`config.mk`:
```
export PLATFORM = sky130hd
export DESIGN_NAME = vector_range_allocator
export DESIGN_NICKNAME = d
export VERILOG_FILES = /design/src/hw/rtl/vra_pkg.sv /design/src/hw/rtl/vra_used_map.sv /design/src/hw/rtl/vector_range_allocator.sv
export SDC_FILE = /design/constraint.sdc
export NUM_CORES = 1
export LEC_CHECK = 0
export BUFFER_PORTS_ARGS = -buffer_cell sky130_fd_sc_hd__buf_2
export CAP_MARGIN = 20
export CORE_UTILIZATION = 64
export CTS_BUF_LIST = sky130_fd_sc_hd__clkbuf_8
export DETAILED_ROUTE_END_ITERATION = 12
export GPL_ROUTABILITY_DRIVEN = 0
export PLACE_DENSITY = 0.88
export SETUP_SLACK_MARGIN = 0.3
export SYNTH_ARGS = -nofsm -noshare
export SYNTH_HDL_FRONTEND = slang
export SYNTH_SLANG_ARGS = --single-unit
```
`constraint.sdc`:
```
create_clock -name clk -period 9.8 [get_ports clk]
set_input_delay 2.45 -clock clk [delete_from_list [all_inputs] [get_ports clk]]
set_output_delay 2.45 -clock clk [all_outputs]
set_load 0.01 [all_outputs]
```
`src/hw/rtl/vra_pkg.sv`:
```
// shared constants and types of the vector range allocator
`default_nettype none

package vra_pkg;

  localparam int VECTORS_DEF        = 256;
  localparam int FIRST_SEARCHED_DEF = 32;

  localparam int FIELD_W     = 8;
  localparam int IN_TDATA_W  = 32;
  localparam int OUT_TDATA_W = 24;

  localparam logic FUNC_MARK   = 1'b0;
  localparam logic FUNC_SEARCH = 1'b1;

  // mark request from the input channel to the used map
  typedef struct packed {
    logic               en;
    logic [FIELD_W-1:0] vector;
  } mark_t;

endpackage

`default_nettype wire

```
`src/hw/rtl/vra_used_map.sv`:
```
// generic ram with one write port and one registered read port, holds the used-bit map
`default_nettype none

module vra_used_map #(
  parameter int WIDTH   = 1,
  parameter int DEPTH   = vra_pkg::VECTORS_DEF,
  localparam int ADDR_W = $clog2(DEPTH)
) (
  input  logic              clk,
  input  logic              wr_en,
  input  logic [ADDR_W-1:0] wr_addr,
  input  logic [WIDTH-1:0]  wr_data,
  input  logic [ADDR_W-1:0] rd_addr,
  output logic [WIDTH-1:0]  rd_data
);

  logic [WIDTH-1:0] mem_r [DEPTH];
  logic [WIDTH-1:0] rd_data_r;

  always_ff @(posedge clk) begin
    if (wr_en) begin
      mem_r[wr_addr] <= wr_data;
    end
    rd_data_r <= mem_r[rd_addr];
  end

  assign rd_data = rd_data_r;

endmodule

`default_nettype wire

```
`src/hw/rtl/vector_range_allocator.sv`:
```
// top level: first-fit allocator of interrupt vector ranges over a used-bit map
//
// input channel in_*: one transfer is one command. in_tuser selects the
//   function: mark (set one vector's used bit) or search (find a free range).
// output channel out_*: one transfer per search, none per mark.
// a mark goes to the map on its transfer; in_tready stays high and the next
//   command may follow at once.
// a search runs on one shared adder under a small sequencer and reads the map
//   one bit per cycle from a ram with registered read: per candidate start a
//   bound check, a fetch of the first vector, a scan of the run and a step
//   to the next start.
// a count that does not fit at the first start is refused after that bound
//   check.
// in_tready is low while a search runs.
// the result sits in an output register; if the receiver stalls, a second
//   finished search waits with in_tready low until that register frees.
// reset (rst_n low, synchronous) drops any pending result; the map is then
//   cleared by a pass over all VECTORS entries, one vector per cycle, in_tready low.
`default_nettype none

module vector_range_allocator #(
  parameter int VECTORS        = vra_pkg::VECTORS_DEF,
  parameter int FIRST_SEARCHED = vra_pkg::FIRST_SEARCHED_DEF
) (
  input  logic                            clk,
  input  logic                            rst_n,
  input  logic                            in_tvalid,
  output logic                            in_tready,
  // vector [7:0], count [15:8], min_run [23:16], aligned [24], zero [31:25]
  input  logic [vra_pkg::IN_TDATA_W-1:0]  in_tdata,
  // func [0]
  input  logic                            in_tuser,
  output logic                            out_tvalid,
  input  logic                            out_tready,
  // found [0], start_res [8:1], len [16:9], zero [23:17]
  output logic [vra_pkg::OUT_TDATA_W-1:0] out_tdata
);

  localparam int IDX_W = $clog2(VECTORS);
  localparam int SUM_W = $clog2(VECTORS + 256);
  localparam int FW    = vra_pkg::FIELD_W;

  // sequencer codes
  localparam logic [2:0] S_IDLE  = 3'd0;
  localparam logic [2:0] S_HEAD  = 3'd1;  // bound check of the candidate start
  localparam logic [2:0] S_SCAN  = 3'd2;  // one vector per cycle
  localparam logic [2:0] S_STEP  = 3'd3;  // advance to the next start
  localparam logic [2:0] S_DONE  = 3'd4;  // hand result to output register
  localparam logic [2:0] S_CLEAR = 3'd5;  // clearing pass after reset
  localparam logic [2:0] S_FETCH = 3'd6;  // read the first vector of the start

  logic [2:0]       state_r, state_nxt;
  logic [IDX_W-1:0] start_r, start_nxt;
  logic [FW-1:0]    run_r, run_nxt;
  logic [FW-1:0]    count_r, min_r;
  logic             aligned_r;
  logic             hit_r, hit_nxt;

  logic             out_valid_r;
  logic             out_found_r;
  logic [FW-1:0]    out_start_r, out_len_r;

  logic             in_xfer, out_xfer, load_out;
  logic [SUM_W-1:0] add_b, sum;
  logic             add_cin;
  logic             used_bit;
  vra_pkg::mark_t   mark;
  logic             mark_ok;
  logic             clearing;
  logic             wr_en, wr_data;
  logic [IDX_W-1:0] wr_addr;

  assign in_tready = (state_r == S_IDLE);
  assign in_xfer   = in_tvalid && in_tready;
  assign out_xfer  = out_valid_r && out_tready;
  assign load_out  = (state_r == S_DONE) && (!out_valid_r || out_tready);

  // mark goes straight to the map on the transfer
  assign mark.en     = in_xfer && (in_tuser == vra_pkg::FUNC_MARK);
  assign mark.vector = in_tdata[7:0];

  // marks beyond the map are dropped
  assign mark_ok = ({24'd0, mark.vector} < VECTORS);

  // write port: the clearing pass writes zeros, a mark writes a one
  assign clearing = (state_r == S_CLEAR);
  assign wr_en    = clearing || (mark.en && mark_ok);
  assign wr_addr  = clearing ? start_r : IDX_W'(mark.vector);
  assign wr_data  = !clearing;

  // the shared adder: start plus count, run, step or one depending on the state;
  // while scanning the carry-in fetches the vector after the one checked
  always_comb begin
    unique case (state_r)
      S_CLEAR: add_b = SUM_W'(1);
      S_HEAD:  add_b = SUM_W'(count_r);
      S_SCAN:  add_b = SUM_W'(run_r);
      S_STEP:  add_b = aligned_r ? SUM_W'(count_r) : SUM_W'(1);
      default: add_b = '0;
    endcase
  end

  assign add_cin = (state_r == S_SCAN);
  assign sum     = SUM_W'(start_r) + add_b + SUM_W'(add_cin);

  vra_used_map #(
    .WIDTH (1),
    .DEPTH (VECTORS)
  ) u_map (
    .clk     (clk),
    .wr_en   (wr_en),
    .wr_addr (wr_addr),
    .wr_data (wr_data),
    .rd_addr (sum[IDX_W-1:0]),
    .rd_data (used_bit)
  );

  always_comb begin
    state_nxt = state_r;
    start_nxt = start_r;
    run_nxt   = run_r;
    hit_nxt   = hit_r;
    unique case (state_r)
      S_CLEAR: begin
        start_nxt = sum[IDX_W-1:0];
        if (start_r == IDX_W'(VECTORS - 1)) begin
          state_nxt = S_IDLE;
        end
      end
      S_IDLE: begin
        if (in_xfer && (in_tuser == vra_pkg::FUNC_SEARCH)) begin
          start_nxt = IDX_W'(FIRST_SEARCHED);
          state_nxt = S_HEAD;
        end
      end
      S_HEAD: begin
        run_nxt = '0;
        if (sum < SUM_W'(VECTORS)) begin
          state_nxt = S_FETCH;
        end else begin
          hit_nxt   = 1'b0;
          state_nxt = S_DONE;
        end
      end
      S_FETCH: begin
        state_nxt = S_SCAN;
      end
      S_SCAN: begin
        // used_bit is the map bit of start + run, read in the cycle before
        if (run_r == count_r) begin
          hit_nxt   = 1'b1;
          state_nxt = S_DONE;
        end else if (used_bit) begin
          if (run_r >= min_r) begin
            hit_nxt   = 1'b1;
            state_nxt = S_DONE;
          end else begin
            state_nxt = S_STEP;
          end
        end else begin
          run_nxt = run_r + FW'(1);
        end
      end
      S_STEP: begin
        // the bound check keeps start + count below the map size
        start_nxt = sum[IDX_W-1:0];
        state_nxt = S_HEAD;
      end
      S_DONE: begin
        if (load_out) begin
          state_nxt = S_IDLE;
        end
      end
      default: state_nxt = S_IDLE;
    endcase
  end

  always_ff @(posedge clk) begin
    if (!rst_n) begin
      state_r     <= S_CLEAR;
      start_r     <= '0;
      out_valid_r <= 1'b0;
    end else begin
      state_r <= state_nxt;
      start_r <= start_nxt;
      if (load_out) begin
        out_valid_r <= 1'b1;
      end else if (out_xfer) begin
        out_valid_r <= 1'b0;
      end
    end
  end

  // payload, no reset needed
  always_ff @(posedge clk) begin
    run_r   <= run_nxt;
    hit_r   <= hit_nxt;
    if (in_xfer) begin
      count_r   <= in_tdata[15:8];
      min_r     <= in_tdata[23:16];
      aligned_r <= in_tdata[24];
    end
    if (load_out) begin
      out_found_r <= hit_r;
      out_start_r <= hit_r ? FW'(start_r) : '0;
      out_len_r   <= hit_r ? run_r : '0;
    end
  end

  assign out_tvalid = out_valid_r;
  assign out_tdata  = {7'd0, out_len_r, out_start_r, out_found_r};

endmodule

`default_nettype wire

```
==> results of run 1 <==
## Yosys cell counts, types with 3 or more instances
master	count	share of area
clkbuf_1	52	0.014
and3_1	3	0.0013
mux2i_1	24	0.017
buf_4	9	0.0048
o32ai_1	3	0.0018
nor2b_1	7	0.0031
dfxtp_1	13	0.018
nor3_1	5	0.0018
a22oi_1	8	0.0042
xor2_1	7	0.0043
or3_1	4	0.0018
a21o_1	4	0.0021
nor2_1	283	0.075
mux2_2	5	0.0040
xnor2_1	11	0.0068
nand2_1	53	0.014
mux4_2	69	0.11
o21a_1	3	0.0016
nand2b_1	13	0.0057
inv_1	14	0.0037
o21ai_0	25	0.0088
ha_1	16	0.014
a21oi_1	15	0.0053
and2_1	21	0.0092
o22ai_1	3	0.0013
nand3b_1	8	0.0042
o31ai_1	3	0.0016
buf_2	8	0.0028
a22o_1	7	0.0043
nand3_1	9	0.0032
edfxtp_1	299	0.63
## worst paths after layout
path                             endpoint  depth (start not counted)  slack, ps
hold reg to reg   state_r[0]$_SDFFE_PN1P_                          2        570
setup reg to reg    u_map.rd_data$_DFF_P_                         11       4030
hold / removal    state_r[0]$_SDFFE_PN1P_                          2        570
setup / recovery    u_map.rd_data$_DFF_P_                         11       4030
## report_power, final
part / switching, uW / total [uW] / internal [uW]
Sequential: 58.2 / 1820 / 1760
Combinational: 1100 / 1870 / 768
Clock: 488 / 952 / 464
Total: 1650 / 4640 / 2990
## routing by layer
| metal | track usage | vias up | routed length, um |
|---|---|---|---|
| met2 | 0.453 | 600 | 15200 |
| met1 | 0.368 | 4286 | 11000 |
| met5 | 0 | - | 0 |
| met4 | 0.123 | 0 | 1140 |
| met3 | 0.0518 | 102 | 3650 |
| li1 | - | 3859 | - |
## sequential cells by signal (all words and copies together) (netlist names), 3 cells and up
name and flops:
min_r 8, out_start_r 8, state_r 3, run_r 8
count_r 8, start_r 8, out_len_r 8, u_map.mem_r 256
## layout make-up
class                      instances  area (um2)  area share
sequential                       312        9240       0.599
multi-input combinational        642        4640       0.301
clock buffer                      49         674      0.0437
tap                              280         350      0.0227
timing repair buffer              56         317      0.0205
clock inverter                    33         145     0.00941
inverter                          15        56.3     0.00365
## kinds of logic after synthesis
family	count (synthesis)	synth area share
fa+ha+maj	18	0.0169
xor+xnor	20	0.0134
simple gates	411	0.121
flops	312	0.650
mux	98	0.130
buf+inv	86	0.0268
compound gates	88	0.0411
other cells	1	0.000264
## worst max-delay path, cell delays in order (launching register included)
cell	delay, ps
dfxtp_1	450
nand2b_1	260
nor2_1	540
clkinv_1	490
fa_4	1330
buf_4	750
mux4_2	620
mux4_2	510
a22oi_1	250
a22oi_1	140
o32ai_1	160
mux2i_1	110
## metrics by stage
stage	instance area (um2)	hold slack (ps)	total power (uW)	std cells
after floorplan	14200	513	3290	1040
after global placement	14600	554	3630	1304
after detailed placement	14600	560	3690	1304
after CTS	15400	568	4620	1386
after global routing	15400	608	4830	1387
final	15400	569	4640	1387
==> metrics.txt, run 1 <==
Hold Crit Start=u_map.rd_data$_DFF_P_; worst setup margin=4030 ps; # port buffers=48; Worst Tran Pin Value=1150 ps; endpoint class of the critical path=flip-flop; core area=0.0218 mm2; Seq/Total Area, Yosys=0.650; Die Span X=151 um; worst hold path type=flip-flop to flip-flop; ANT nets after route=0; Via density=6.38; FILL cells=1333; unrepaired setup endpoints after global routing=no; Boundary Pins=63; f_max=173 MHz; mapped cell area=0.0142 mm2; layout cells sized above 1=0.177; most frequent cells in the layout=edfxtp_1, nor2_1, mux4_2; GRT Util Overall=0.278; post-layout min period=5770 ps; antenna violations before repair=0; NumNets Final=1130; syn_area_per_cell=13.7 um2; Initial DRC Count=1294; Initial Utilization=0.651; clk_lat worst skew=570 ps; Async S/R FF share, synth=0; Final Hold Viols=0; buffer depth of the longest clock path=3; Distinct cells, synth=52; WP data required=10250 ps; Max FO, Critical Path=40; startpoint types=flip-flop; Vias=8847; htree depth=2; num rows=54; total gr overflow=0; synthesis-stage register bit count=312; status=finished clean; cts repair resizes=0; r2r startpoint=state_r[0]$_SDFFE_PN1P_; largest net degree at the start of global routing=286; TNS Setup=0 ps; Die Area=0.0228 mm2; final WL=30900 um; Routed WL per cell=22.3 um; Final Max Tran Viols=0; first-pass GRT wire length=46600 um; Lkg Pwr=0.00497 uW; area delta synth->final=8.51%; clock-pin slew on the worst setup and hold paths=60 ps; clock sink count=312; vias in the first global route=8637; Worst setup startpoint=state_r[0]$_SDFFE_PN1P_; TritonCTS Buffers=48; Synth warnings=0; commonest non-fill, non-tap cell in the layout=edfxtp_1; WP data arrival=6220 ps; DR DRC count=0; final setup fails=0; ANT cells=0; hold_buf cts=0; Syn Inst Count=1034; Max VDD drop=0.515 mV; pre-CTS setup slack=4070 ps; Max Cap Viol=0; final core occ=0.707; Post-CTS Setup Inserts=0; Tcrit/Tclk final=0.589; slew margin rel.=0.235; first-pass iteration count of the detailed router=5; CTS root buf=clkbuf_8; Setup Skew=21.4 ps; critical path class=flip-flop to flip-flop; EDFF count, synth=299; Post-synth top flop=edfxtp_1; Die H=151 um; CTS tree=built; PwrDens=301 mW/mm2; DP HPWL=17900 um
(Power assumes the default switching activity.)
==> run 2, diff against run 1 <==
--- a/config.mk
+++ b/config.mk
@@ -7,11 +7,11 @@
 export LEC_CHECK = 0
 export BUFFER_PORTS_ARGS = -buffer_cell sky130_fd_sc_hd__buf_2
 export CAP_MARGIN = 20
-export CORE_UTILIZATION = 64
+export CORE_UTILIZATION = 58
 export CTS_BUF_LIST = sky130_fd_sc_hd__clkbuf_8
 export DETAILED_ROUTE_END_ITERATION = 12
 export GPL_ROUTABILITY_DRIVEN = 0
-export PLACE_DENSITY = 0.88
+export PLACE_DENSITY = 0.85
 export SETUP_SLACK_MARGIN = 0.3
 export SYNTH_ARGS = -nofsm -noshare
 export SYNTH_HDL_FRONTEND = slang
==> constraint.sdc (replaced) <==
create_clock -name clk -period 5.2 [get_ports clk]
set_input_delay 1.3 -clock clk [delete_from_list [all_inputs] [get_ports clk]]
set_output_delay 1.3 -clock clk [all_outputs]
set_load 0.01 [all_outputs]
==> metrics.txt, run 2 (synthesized netlist as in run 1, its figures left out) <==
status=finished clean; CTS tree=built; cts repair resizes=0; DR top layer=met4; DP HPWL=18800 um; vias in the first global route=8874; WP data arrival=4800 ps; Via density=6.15; Largest register FFs=256; Final Hold Viols=0; final WL=31300 um; NumNets Final=1142; multi-input combinational cell area=0.00464 mm2; clock sink count=312; pre-CTS setup slack=991 ps; f_max=231 MHz; PwrDens=577 mW/mm2; DR DRC count=0; register area=0.00924 mm2; Boundary Pins=63; Die Span X=159 um; Vias=8899; area delta synth->final=10.2%; endpoint class of the critical path=flip-flop; GRT Util Overall=0.258; Die Area=0.0251 mm2; CTS root buf=clkbuf_8; most frequent cells in the layout=edfxtp_1, nor2_1, mux4_2; total gr overflow=0; Max Cap Viol=0; critical path class=flip-flop to flip-flop; Lkg Pwr=0.00507 uW; Post-CTS Setup Inserts=0; ANT nets after route=0; first-pass GRT wire length=47200 um; unrepaired setup endpoints after global routing=no; clk_lat worst skew=610 ps; total power=9030 uW; layout cells sized above 1=0.186; buffer depth of the longest clock path=3; Die H=159 um; Largest Register=u_map.mem_r; hold_buf cts=0; Met3 Wirelength=3420 um; worst hold margin=608 ps; FILL cells=1529; Initial Utilization=0.599; Routed WL per cell=21.7 um; WP data required=5660 ps; worst hold path type=flip-flop to flip-flop; Tcrit/Tclk final=0.834; Final Max Tran Viols=0; Max FO, Critical Path=19; Worst Tran Pin Value=1090 ps; TNS Setup=0 ps; Met2 Wirelength=15400 um; antenna violations before repair=0; commonest non-fill, non-tap cell in the layout=edfxtp_1; Max VDD drop=1.20 mV; final setup fails=0; TritonCTS Buffers=48; num rows=56; core area=0.0238 mm2; clock-pin slew on the worst setup and hold paths=70 ps; htree depth=2; Metal-1 WL=11300 um; first-pass iteration count of the detailed router=5; # port buffers=48; Initial DRC Count=1347; largest net degree at the start of global routing=285; post-layout min period=4340 ps; slew margin rel.=0.269; ANT cells=0; Setup Skew=32.5 ps; startpoint types=flip-flop; worst setup margin=864 ps
==> run 2: cell types whose count changed in the layout (fill, tap and decap cells not counted) <==
cell        change
buf_4          +10
clkinvlp_4      -1
bufinv_16       +1
inv_12          +2
inv_6           -1
inv_1           -2
clkinv_1        +8
buf_12          +2
clkinv_2        +1
==> run 2: final timing paths <==
kind	from	to	slack, ps	depth (start not counted)
setup / recovery	state_r[0]$_SDFFE_PN1P_	u_map.rd_data$_DFF_P_	860	13
hold / removal	u_map.rd_data$_DFF_P_	state_r[0]$_SDFFE_PN1P_	610	2
setup reg to reg	state_r[0]$_SDFFE_PN1P_	u_map.rd_data$_DFF_P_	860	13
hold reg to reg	u_map.rd_data$_DFF_P_	state_r[0]$_SDFFE_PN1P_	610	2
==> run 2: power by group <==
part	internal, uW	switching [uW]	total [uW]
combinational	1560	2140	3710
sequential	3310	107	3420
clock	943	965	1910
==> run 2: critical path, cell delays in order (launching register included) <==
cell and delay (ps):
dfxtp_1 440, nand2b_1 280, nor2_1 120, buf_4 180
clkinv_1 130, fa_4 1010, buf_12 240, buf_4 240
mux4_2 530, mux2i_1 190, mux2i_1 100, mux2i_1 330
mux4_2 340, mux2i_1 70
==> run 2: layout make-up <==
class                      count  area share
clock buffer                  49      0.0431
multi-input combinational    642       0.297
clock inverter                41      0.0140
sequential                   312       0.590
inverter                      15     0.00359
timing repair buffer          68      0.0276
tap                          319      0.0255
==> run 2: per-layer routing <==
layer,track usage,vias to the layer above
met5,0,-
met4,0.121,0
met3,0.0648,98
met2,0.428,524
met1,0.320,4387
li1,-,3890
==> run 2: metrics by stage <==
| step | std cells | cell area [um2] | util |
|---|---|---|---|
| final | 1446 | 15700 | 0.659 |
| after global routing | 1446 | 15700 | 0.659 |
| after CTS | 1445 | 15700 | 0.659 |
| after detailed placement | 1355 | 14800 | 0.621 |
| after global placement | 1355 | 14800 | 0.621 |
| after floorplan | 1040 | 14200 | - |
